[config.mk]
export PLATFORM = sky130hd
export DESIGN_NAME = go_back_n_sender_window
export DESIGN_NICKNAME = d
export VERILOG_FILES = /design/src/rtl/core/gbn_pkg.sv /design/src/rtl/core/gbn_regs.sv /design/src/rtl/core/gbn_ctrl.sv /design/src/rtl/core/gbn_dp.sv /design/src/rtl/core/go_back_n_sender_window.sv
export SDC_FILE = /design/constraint.sdc
export NUM_CORES = 1
export LEC_CHECK = 0
export BUFFER_PORTS_ARGS = -buffer_cell sky130_fd_sc_hd__buf_2
export CORE_MARGIN = 2
export CORE_UTILIZATION = 53
export CTS_CLUSTER_SIZE = 10
export DETAILED_ROUTE_END_ITERATION = 16
export GPL_ROUTABILITY_DRIVEN = 0
export PLACE_DENSITY = 0.78
export RECOVER_POWER = 100
export SETUP_SLACK_MARGIN = 0.5
export SYNTH_ARGS = -nofsm -noshare
export SYNTH_HDL_FRONTEND = slang
export SYNTH_SLANG_ARGS = --single-unit
[constraint.sdc]
create_clock -name clk -period 5.2 [get_ports clk]
set_input_delay 1.04 -clock clk [delete_from_list [all_inputs] [get_ports clk]]
set_output_delay 1.04 -clock clk [all_outputs]
set_load 0.005 [all_outputs]
[src/rtl/core/gbn_pkg.sv]
// Types and constants of the go-back-n sender window.
package gbn_pkg;

	localparam int MAX_WINDOW = 64;
	localparam int SEQ_BITS   = 16;
	localparam int WIN_W      = 7;
	localparam int ADDR_W     = 3;
	localparam int DATA_W     = 32;

	localparam logic [1:0] REQ_START   = 2'd0;
	localparam logic [1:0] REQ_ACK     = 2'd1;
	localparam logic [1:0] REQ_TIMEOUT = 2'd2;

	localparam logic REG_WINDOW = 1'b0;
	localparam logic REG_TOTAL  = 1'b1;

	localparam logic [WIN_W-1:0] WINDOW_RESET = WIN_W'(4);

	typedef struct packed {
		logic [1:0]          req_type;
		logic [SEQ_BITS-1:0] ack_number;
	} req_t;

	typedef struct packed {
		logic [SEQ_BITS-1:0] frame_seq;
		logic                send_valid;
		logic                last;
		logic                all_done;
		logic [SEQ_BITS-1:0] window_base;
	} res_t;

	typedef struct packed {
		logic capture;
		logic update;
		logic calc;
		logic emit;
	} dp_cmd_t;

	typedef struct packed {
		logic slot_free;
		logic last_beat;
	} dp_status_t;

endpackage

[src/rtl/core/gbn_regs.sv]
// APB register file: window size and frame total.
module gbn_regs
	import gbn_pkg::*;
(
	input  logic                clk,
	input  logic                arst_n,
	input  logic                psel,
	input  logic                penable,
	input  logic                pwrite,
	input  logic [ADDR_W-1:0]   paddr,
	input  logic [DATA_W-1:0]   pwdata,
	output logic [DATA_W-1:0]   prdata,
	output logic                pready,
	output logic [WIN_W-1:0]    window_size,
	output logic [SEQ_BITS-1:0] total_frames
);

	logic [WIN_W-1:0]    window_q;
	logic [SEQ_BITS-1:0] total_q;
	logic                wr_en;

	assign pready = 1'b1;
	assign wr_en  = psel && penable && pwrite;

	always_ff @(posedge clk or negedge arst_n) begin
		if (!arst_n) begin
			window_q <= WINDOW_RESET;
			total_q  <= '0;
		end else if (wr_en) begin
			if (paddr[2] == REG_WINDOW) begin
				window_q <= pwdata[WIN_W-1:0];
			end else begin
				total_q <= pwdata[SEQ_BITS-1:0];
			end
		end
	end

	always_comb begin
		if (paddr[2] == REG_WINDOW) begin
			prdata = DATA_W'(window_q);
		end else begin
			prdata = DATA_W'(total_q);
		end
	end

	assign window_size  = window_q;
	assign total_frames = total_q;

endmodule

[src/rtl/core/gbn_ctrl.sv]
// Sequencer: takes one event, updates the window, then streams its beats.
module gbn_ctrl
	import gbn_pkg::*;
(
	input  logic       clk,
	input  logic       arst_n,
	input  logic       req_valid,
	output logic       req_stall,
	input  dp_status_t status,
	output dp_cmd_t    cmd
);

	typedef enum logic [3:0] {
		ST_IDLE   = 4'b0001,
		ST_UPDATE = 4'b0010,
		ST_LIMIT  = 4'b0100,
		ST_EMIT   = 4'b1000
	} state_t;

	state_t state_q, state_d;

	assign req_stall = (state_q != ST_IDLE);

	always_comb begin
		state_d     = state_q;
		cmd.capture = 1'b0;
		cmd.update  = 1'b0;
		cmd.calc    = 1'b0;
		cmd.emit    = 1'b0;
		case (state_q)
			ST_IDLE: begin
				if (req_valid) begin
					cmd.capture = 1'b1;
					state_d     = ST_UPDATE;
				end
			end
			ST_UPDATE: begin
				cmd.update = 1'b1;
				state_d    = ST_LIMIT;
			end
			ST_LIMIT: begin
				cmd.calc = 1'b1;
				state_d  = ST_EMIT;
			end
			ST_EMIT: begin
				if (status.slot_free) begin
					cmd.emit = 1'b1;
					if (status.last_beat) begin
						state_d = ST_IDLE;
					end
				end
			end
			default: begin
				state_d = ST_IDLE;
			end
		endcase
	end

	always_ff @(posedge clk or negedge arst_n) begin
		if (!arst_n) begin
			state_q <= ST_IDLE;
		end else begin
			state_q <= state_d;
		end
	end

endmodule

[src/rtl/core/gbn_dp.sv]
// Window datapath: base/next counters, send limit and the result register.
module gbn_dp
	import gbn_pkg::*;
(
	input  logic                clk,
	input  logic                arst_n,
	input  req_t                req,
	input  logic [WIN_W-1:0]    window_size,
	input  logic [SEQ_BITS-1:0] total_frames,
	input  dp_cmd_t             cmd,
	output dp_status_t          status,
	output logic                res_valid,
	input  logic                res_stall,
	output res_t                res
);

	req_t                req_q;
	logic [SEQ_BITS-1:0] base_q;
	logic [SEQ_BITS-1:0] next_q;
	logic [SEQ_BITS:0]   limit_q;
	logic                done_q;
	res_t                res_q;
	logic                res_valid_q;

	logic [SEQ_BITS:0]   ack_inc;
	logic [SEQ_BITS-1:0] cand;
	logic [WIN_W-1:0]    win_eff;
	logic [SEQ_BITS:0]   limit_raw;
	logic [SEQ_BITS:0]   next_ext;
	logic [SEQ_BITS:0]   next_inc;

	// ack + 1, held to the frame total
	assign ack_inc = {1'b0, req_q.ack_number} + (SEQ_BITS+1)'(1);
	assign cand    = (ack_inc > {1'b0, total_frames}) ? total_frames
	                                                  : ack_inc[SEQ_BITS-1:0];

	always_comb begin
		if (window_size == '0) begin
			win_eff = WIN_W'(1);
		end else if (window_size > WIN_W'(MAX_WINDOW)) begin
			win_eff = WIN_W'(MAX_WINDOW);
		end else begin
			win_eff = window_size;
		end
	end

	assign limit_raw = {1'b0, base_q} + (SEQ_BITS+1)'(win_eff);
	assign next_ext  = {1'b0, next_q};
	assign next_inc  = next_ext + (SEQ_BITS+1)'(1);

	assign status.slot_free = !res_valid_q || !res_stall;
	assign status.last_beat = (next_inc >= limit_q);

	always_ff @(posedge clk) begin
		if (cmd.capture) begin
			req_q <= req;
		end
		if (cmd.calc) begin
			limit_q <= (limit_raw > {1'b0, total_frames}) ? {1'b0, total_frames} : limit_raw;
			done_q  <= (base_q >= total_frames);
		end
		if (cmd.emit) begin
			res_q.window_base <= base_q;
			res_q.all_done    <= done_q;
			if (next_ext < limit_q) begin
				res_q.frame_seq  <= next_q;
				res_q.send_valid <= 1'b1;
				res_q.last       <= (next_inc >= limit_q);
			end else begin
				// nothing allowed: a single status beat
				res_q.frame_seq  <= '0;
				res_q.send_valid <= 1'b0;
				res_q.last       <= 1'b1;
			end
		end
	end

	always_ff @(posedge clk or negedge arst_n) begin
		if (!arst_n) begin
			base_q      <= '0;
			next_q      <= '0;
			res_valid_q <= 1'b0;
		end else begin
			if (cmd.update) begin
				case (req_q.req_type)
					REQ_ACK: begin
						// stale or end-clamped acks that do not advance are dropped
						if (cand > base_q) begin
							base_q <= cand;
							if (next_q < cand) begin
								next_q <= cand;
							end
						end
					end
					REQ_TIMEOUT: begin
						next_q <= base_q;
					end
					default: begin
					end
				endcase
			end else if (cmd.emit && (next_ext < limit_q)) begin
				next_q <= next_inc[SEQ_BITS-1:0];
			end

			if (cmd.emit) begin
				res_valid_q <= 1'b1;
			end else if (!res_stall) begin
				res_valid_q <= 1'b0;
			end
		end
	end

	assign res_valid = res_valid_q;
	assign res       = res_q;

endmodule

[src/rtl/core/go_back_n_sender_window.sv]
// Each accepted event steps through update, limit and emit; res_valid rises when the first
// beat is loaded in emit, then one beat a cycle while res is not stalled.
// No new event is taken until the last beat is loaded. beats is 1 to 64, set by the
// base, window_size, total_frames and next_seq; the sequencer walks next_seq up to the limit.
// Reset (arst_n low, asynchronous): base and next sequence 0, window_size 4, total_frames 0,
// sequencer idle, no result pending.
module go_back_n_sender_window
	import gbn_pkg::*;
(
	input  logic              clk,
	input  logic              arst_n,
	// event channel
	input  logic              req_valid,
	output logic              req_stall,
	input  req_t              req,
	// result channel
	output logic              res_valid,
	input  logic              res_stall,
	output res_t              res,
	// APB configuration
	input  logic              psel,
	input  logic              penable,
	input  logic              pwrite,
	input  logic [ADDR_W-1:0] paddr,
	input  logic [DATA_W-1:0] pwdata,
	output logic [DATA_W-1:0] prdata,
	output logic              pready
);

	logic [WIN_W-1:0]    window_size;
	logic [SEQ_BITS-1:0] total_frames;
	dp_cmd_t             cmd;
	dp_status_t          status;

	// Config registers; the user must write them only while no event is in flight (not enforced).
	gbn_regs u_regs (
		.clk          (clk),
		.arst_n       (arst_n),
		.psel         (psel),
		.penable      (penable),
		.pwrite       (pwrite),
		.paddr        (paddr),
		.pwdata       (pwdata),
		.prdata       (prdata),
		.pready       (pready),
		.window_size  (window_size),
		.total_frames (total_frames)
	);

	// Sequencer: one event at a time. req_stall is high from the capture edge until
	// the final beat of the event has been loaded into the result register.
	gbn_ctrl u_ctrl (
		.clk       (clk),
		.arst_n    (arst_n),
		.req_valid (req_valid),
		.req_stall (req_stall),
		.status    (status),
		.cmd       (cmd)
	);

	// Datapath: the result register decouples the two channels, so a new event is
	// taken while the last beat of the previous one is still waiting downstream.
	gbn_dp u_dp (
		.clk          (clk),
		.arst_n       (arst_n),
		.req          (req),
		.window_size  (window_size),
		.total_frames (total_frames),
		.cmd          (cmd),
		.status       (status),
		.res_valid    (res_valid),
		.res_stall    (res_stall),
		.res          (res)
	);

endmodule

# == Word-level counts from Yosys, hierarchy flattened ==
# Index checks and enable logic that the tools add are counted.
# op_classes
eq_ne,14
shift,0
reduce_logical,13
div,0
n_mul,0
bitwise,1
mux,23
addsub,3
magnitude_cmp,8
# op_table
cell,count
2-to-1 mux 16 bit,7
adder 16 x 1 -> 17 bit (second input constant),2
greater-than comparator 17 x 16 -> 1 bit,2
one-hot mux 16 bit (2 select lines),1
adder 16 x 7 -> 17 bit,1
greater-or-equal comparator 17 bit,1
< comparator 16 x 17 -> 1 bit,1
greater-or-equal comparator 16 bit,1
greater-than comparator 16 bit,1
< comparator 16 bit,1
one-hot mux 4 bit (4 select lines),1
2-to-1 mux 7 bit,2
2-to-1 mux 4 bit,3
2-to-1 mux 1 bit,8
greater-than comparator 7 bit (second input constant),1
zero test 7 bit,1
!= test 2 bit (second input constant),3
!= test 3 x 2 -> 1 bit (second input constant),2
AND reduction 3 bit,2
equality test 4 x 1 -> 1 bit (second input constant),1
equality test 4 x 2 -> 1 bit (second input constant),1
equality test 4 x 3 -> 1 bit (second input constant),1
equality test 4 bit (second input constant),1
!= test 4 x 1 -> 1 bit (second input constant),1
12 further kinds,16
# totals
register_bits,131
elab_cells,78
latchBits,0
mem_bits_rw,0
mem_count,0
romBits,0
out_inout_bits,70
input_bits,60

# == Longest topological paths before layout ==
# depth
depth_word,8
mapped_depth,26
depth_no_buf,24

# == Hierarchy ==
# A second synthesis with hierarchy kept.
# hier_totals
hier_cells,960
area_unflattened_um2,9567.9
# by_module_without_submodules
module,instances,area_per_inst_um2,seq_area_each_um2,cells_per_inst
gbn_dp,1,8141.6,2957.8,851
gbn_regs,1,1211.2,576.8,86
gbn_ctrl,1,215.2,101.3,23

# == Least setup slack after synthesis ==
# OpenSTA, ideal clock, no wires.
# synth_path
kind,register -> register
start,reg u_dp.req_q[0] (netlist bit)
end,reg u_dp.next_q[10]
path_slack_ps,-103
path_stages_with_launch,23
arrival_ps,5175
setup_time_ps,128
required_ps,5072
synth_period_minus_slack_ps,5303
path_cell_list,edfxtp_1 ha_1 nand3_1 or2_2 nor3_1 xnor2_1 ha_1 nand4_1 and3_1 o21ai_0 a32o_1 nor2_1 buf_2 mux2_2 ha_1 nand4_1 nor4_1 o21ai_0 a41o_1 a2111oi_4 o21a_1 buf_4 mux2_1
# synth_between
elab_cells_between_ends,12
classes_between,add/sub (1); order compare (3); eq/ne (2); mux (5); reduce/logical (1)
# synth_rtl
element,line_no,rtl
"start, declared",gbn_dp.sv:17,req_t req_q;
"start signal, assigned",gbn_dp.sv:56,req_q <= req;
adder 16 x 1 -> 17 bit (*),gbn_dp.sv:33,"assign ack_inc = {1'b0, req_q.ack_number} + (SEQ_BITS+1)'(1);"
greater-than comparator 17 x 16 -> 1 bit,gbn_dp.sv:34,"assign cand = (ack_inc > {1'b0, total_frames}) ? total_frames"
2-to-1 mux 16 bit (*),gbn_dp.sv:34,
net u_dp.cand[11],gbn_dp.sv:26,logic [SEQ_BITS-1:0] cand;
greater-than comparator 16 bit / < comparator 16 bit (equally long branches),"gbn_dp.sv:88, gbn_dp.sv:90",
!= test 3 x 2 -> 1 bit (no line),--,
AND reduction 4 bit (no line) (*),--,
"end signal, assigned",gbn_dp.sv:91,next_q <= cand;
"end signal, assigned",gbn_dp.sv:96,next_q <= base_q;
"end signal, assigned",gbn_dp.sv:102,next_q <= next_inc[SEQ_BITS-1:0];
"end, declared",gbn_dp.sv:19,logic [SEQ_BITS-1:0] next_q;
# Mark *: on every way through the listed nets, which the timed path passes. The rest lies on a longest branch. The select of a mux whose other input is x is not followed.
# A chain may end at the register's enable or synchronous reset.

# == Worst setup path after layout ==
# layout_path
start,reg u_dp.req_q[0] (netlist bit)
end,reg u_dp.base_q[5]
# layout_between
elab_chain_cells,5
# layout_rtl
element,line_no,rtl
adder 16 x 1 -> 17 bit (*),gbn_dp.sv:33,
greater-than comparator 17 x 16 -> 1 bit,gbn_dp.sv:34,
2-to-1 mux 16 bit (*),gbn_dp.sv:34,
net u_dp.cand[5],gbn_dp.sv:26,
greater-than comparator 16 bit,gbn_dp.sv:88,if (cand > base_q) begin
AND reduction 3 bit (no line),--,
"end signal, assigned",gbn_dp.sv:89,base_q <= cand;
"end, declared",gbn_dp.sv:18,logic [SEQ_BITS-1:0] base_q;
# Mark *: on every way through the listed nets, which the timed path passes. The rest lies on a longest branch.

==> run metrics <==
Seq cells post-synth 131; DRC 0; drt wl/cell 20.0 um; Setup WS post-layout -175 ps; Die W 135 um; synth unique cells 62; CP max FO 8; Gate Count Post-Synth 903; CP Class reg2reg; DRT iter0 DRCs 961; clk root buf clkbuf_16; Worst VDD drop 0.294 mV; layout net count 1250; Post-Synth Adder-Cell Area 0.166; status finished with violations; post-synth top area share 0.233; Max Slew Vio Count 117; I/O Buffers 94; Crit. End Element flip-flop; number of diodes 0; hold buffers post-CTS 0; clock power share 0.192; sw power 2.40 mW; antenna viol nets, final 0; vias in the first global route 7371; power share of the sequential group 0.281; EDFF count, synth 71; Via density 6.01; post-synthesis mux area share 0.0798; die height 135 um; Fmax 186 MHz; Startpoint Class flip-flop; hpwl dp 16700 um; P_int 3.42 mW; Synth warnings 0; CTS tree done; share of cells above drive strength 1 0.291; Static Leak 5.18 nW; Slew @ Worst Pin 3710 ps; area grow syn2layout 26.7%; relative max-transition margin -1.48; Worst R2R Setup Slack -170 ps; xor/xnor cell area share of the yosys netlist 0.0393; starting density of the core 0.536; synthesized area 0.00915 mm^2; critical path arrival 5680 ps; HP Class reg2reg; # IOs 130; sequential fraction of the synthesis area 0.398; largest net degree at the start of global routing 61; Setup WS pre-CTS -238 ps; Primary FF master, synth edfxtp_1; Area contributors post-synth edfxtp_1, ha_1, dfrtp_1, mux2_2, inv_1; hold slack 437 ps; clock transition at the registers of the reported paths 60 ps; clk buf depth 2; drt total wl 26100 um; total track usage 0.269; maxcap violations 3; CTS sink count 131; combinational fraction of design power 0.527; H-tree levels 4; async set-reset flop share out of synthesis 0.458; RSZ-0062 raised after global routing yes; total die area 0.0183 mm^2; Vias 7853; first-pass GRT wire length 37800 um; largest family of logic cells by synthesized area adder cells; syn avg cell area 10.1 um^2; CORE AREA 0.0171 mm^2; ratio of final minimum period to clock period 1.03; Post-Synth Simple-Gate Area 0.126; Core Util, Final 0.679; Final Skew 10.5 ps; gr ovfl total 0; num rows 48; switching power share of the total 0.412; Compound-Gate Fraction of Synth Area 0.129; failing checks max-capacitance violations, max-slew violations, negative setup slack; Yosys top cell by area edfxtp_1; Final setup violation count 31; min cycle time layout 5370 ps; clk_lat worst skew 440 ps; Num CTS Buffers 17; antenna violations before repair 0; Crit path required time 5500 ps; First-pass DRT Iterations 5; Final Hold Viols 0; Power Dens Cells 502 mW/mm^2
worst max-delay path: stages, from the launching register on:
cell and delay [ps]:
edfxtp_1 450, ha_4 180, nand3_4 80, or2_4 290
buf_4 150, xnor2_2 210, ha_4 250, and4_1 150
a2111o_1 360, and3_4 190, nor2_4 140, buf_4 130
buf_6 120, mux2_4 350, ha_4 240, a21oi_1 170
o22ai_1 100, o21a_1 210, o21ai_2 200, nand4_1 140
nor3_2 300, a2111oi_4 100, buf_6 160, buf_6 130
buf_12 120, buf_16 130, nand2_1 70, o21ai_0 90
layer usage:
layer,share of wire,track usage,vias up
li1,-,-,3565
met1,0.40,0.330,3800
met2,0.50,0.467,391
met3,0.063,0.0561,97
met4,0.037,0.0995,0
met5,0,0,-
registers in the layout (all words and copies together), names as in the netlist:
signal and cells:
u_dp.limit_q 17, u_regs.total_frames 16, u_dp.done_q 1, u_dp.next_q 16, u_dp.req_q 18, u_dp.res 35, u_dp.res_valid 1, u_regs.window_size 7
u_ctrl.state_q 4, u_dp.base_q 16
cell type report:
class / count / area, um^2
Multi-Input combinational cell: 658 / 5600
Fill cell: 1276 / 5470
Sequential cell: 131 / 3640
Timing Repair Buffer: 171 / 1190
Clock buffer: 20 / 468
Inverter: 90 / 338
Tap cell: 225 / 282
Clock inverter: 12 / 78.8
power by group through the flow:
| stage | sequential, mW | clock, mW | combinational [mW] |
|---|---|---|---|
| 2_1_floorplan | 1.54 | 0 | 1.78 |
| 3_3_place_gp | 1.61 | 0 | 2.37 |
| 3_5_place_dp | 1.63 | 0 | 2.45 |
| 4_1_cts | 1.61 | 1.12 | 2.67 |
| 5_1_grt | 1.65 | 1.17 | 3.31 |
| 6_report | 1.63 | 1.12 | 3.06 |
synthesized netlist by cell type (2+ instances only):
library cell,count
ha_1,120
inv_1,90
edfxtp_1,71
o21ai_0,60
dfrtp_1,58
mux2_2,57
a21oi_1,53
nor2_1,49
nand2_1,46
xnor2_1,31
nand4_1,23
nor2b_1,22
nand3_1,21
buf_4,18
clkbuf_1,16
a21o_1,13
and3_1,13
nor3_1,12
xor2_1,10
and2_1,9
nand2b_1,9
a2bb2oi_1,8
a31oi_1,8
o21a_1,7
o221ai_1,7
mux2_1,6
buf_2,5
nor4_1,5
o211ai_1,5
a221oi_1,4
a211oi_1,3
and4_1,3
nand3b_1,3
o21bai_1,3
o22ai_1,3
a21boi_0,2
conb_1,2
dfstp_2,2
mux2i_1,2
o41ai_1,2
per-stage QoR:
stage	TNS, ps	cells	area [um^2]	power, mW
2_1_floorplan	0	919	9310	3.31
3_3_place_gp	-930	1240	10200	3.98
3_5_place_dp	-2740	1240	10200	4.08
4_1_cts	0	1289	11200	5.41
5_1_grt	-9050	1307	11600	6.14
6_report	-3370	1307	11600	5.82
cell families after synthesis:
family          Yosys count
buf+inv                 130
fa+ha+maj               121
other cells               2
flops                   131
simple gates            224
compound gates          189
xor+xnor                 41
mux                      65
cell usage in the layout, fill, tap and decap left out, types with 39 or more instances in the layout:
| cell | n |
|---|---|
| buf_4 | 49 |
| a21oi_1 | 50 |
| edfxtp_1 | 71 |
| o21ai_0 | 39 |
| buf_2 | 75 |
| mux2_2 | 41 |
| inv_1 | 88 |
| ha_1 | 104 |
| dfrtp_1 | 58 |
| nor2_1 | 44 |
path summary, 6_finish.rpt:
kind                                          end  depth (start not counted)     startpoint
max reg2reg                        u_dp.base_q[5]                         27  u_dp.req_q[0]
min in group asynchronous       u_ctrl.state_q[1]                          2         arst_n
min reg2reg                          u_dp.res[16]                          0    u_dp.done_q
max                                u_dp.base_q[5]                         27  u_dp.req_q[0]
max in group asynchronous  u_regs.total_frames[8]                          2         arst_n
min                                  u_dp.res[16]                          0    u_dp.done_q
what timing repair did:
item,in CTS,in global routing
setup buffers,12,18
gates resized for setup,57,73
gates cloned,5,0
endpoints found under the setup margin,47,49
pin swaps,31,44
(Power assumes the default switching activity.)
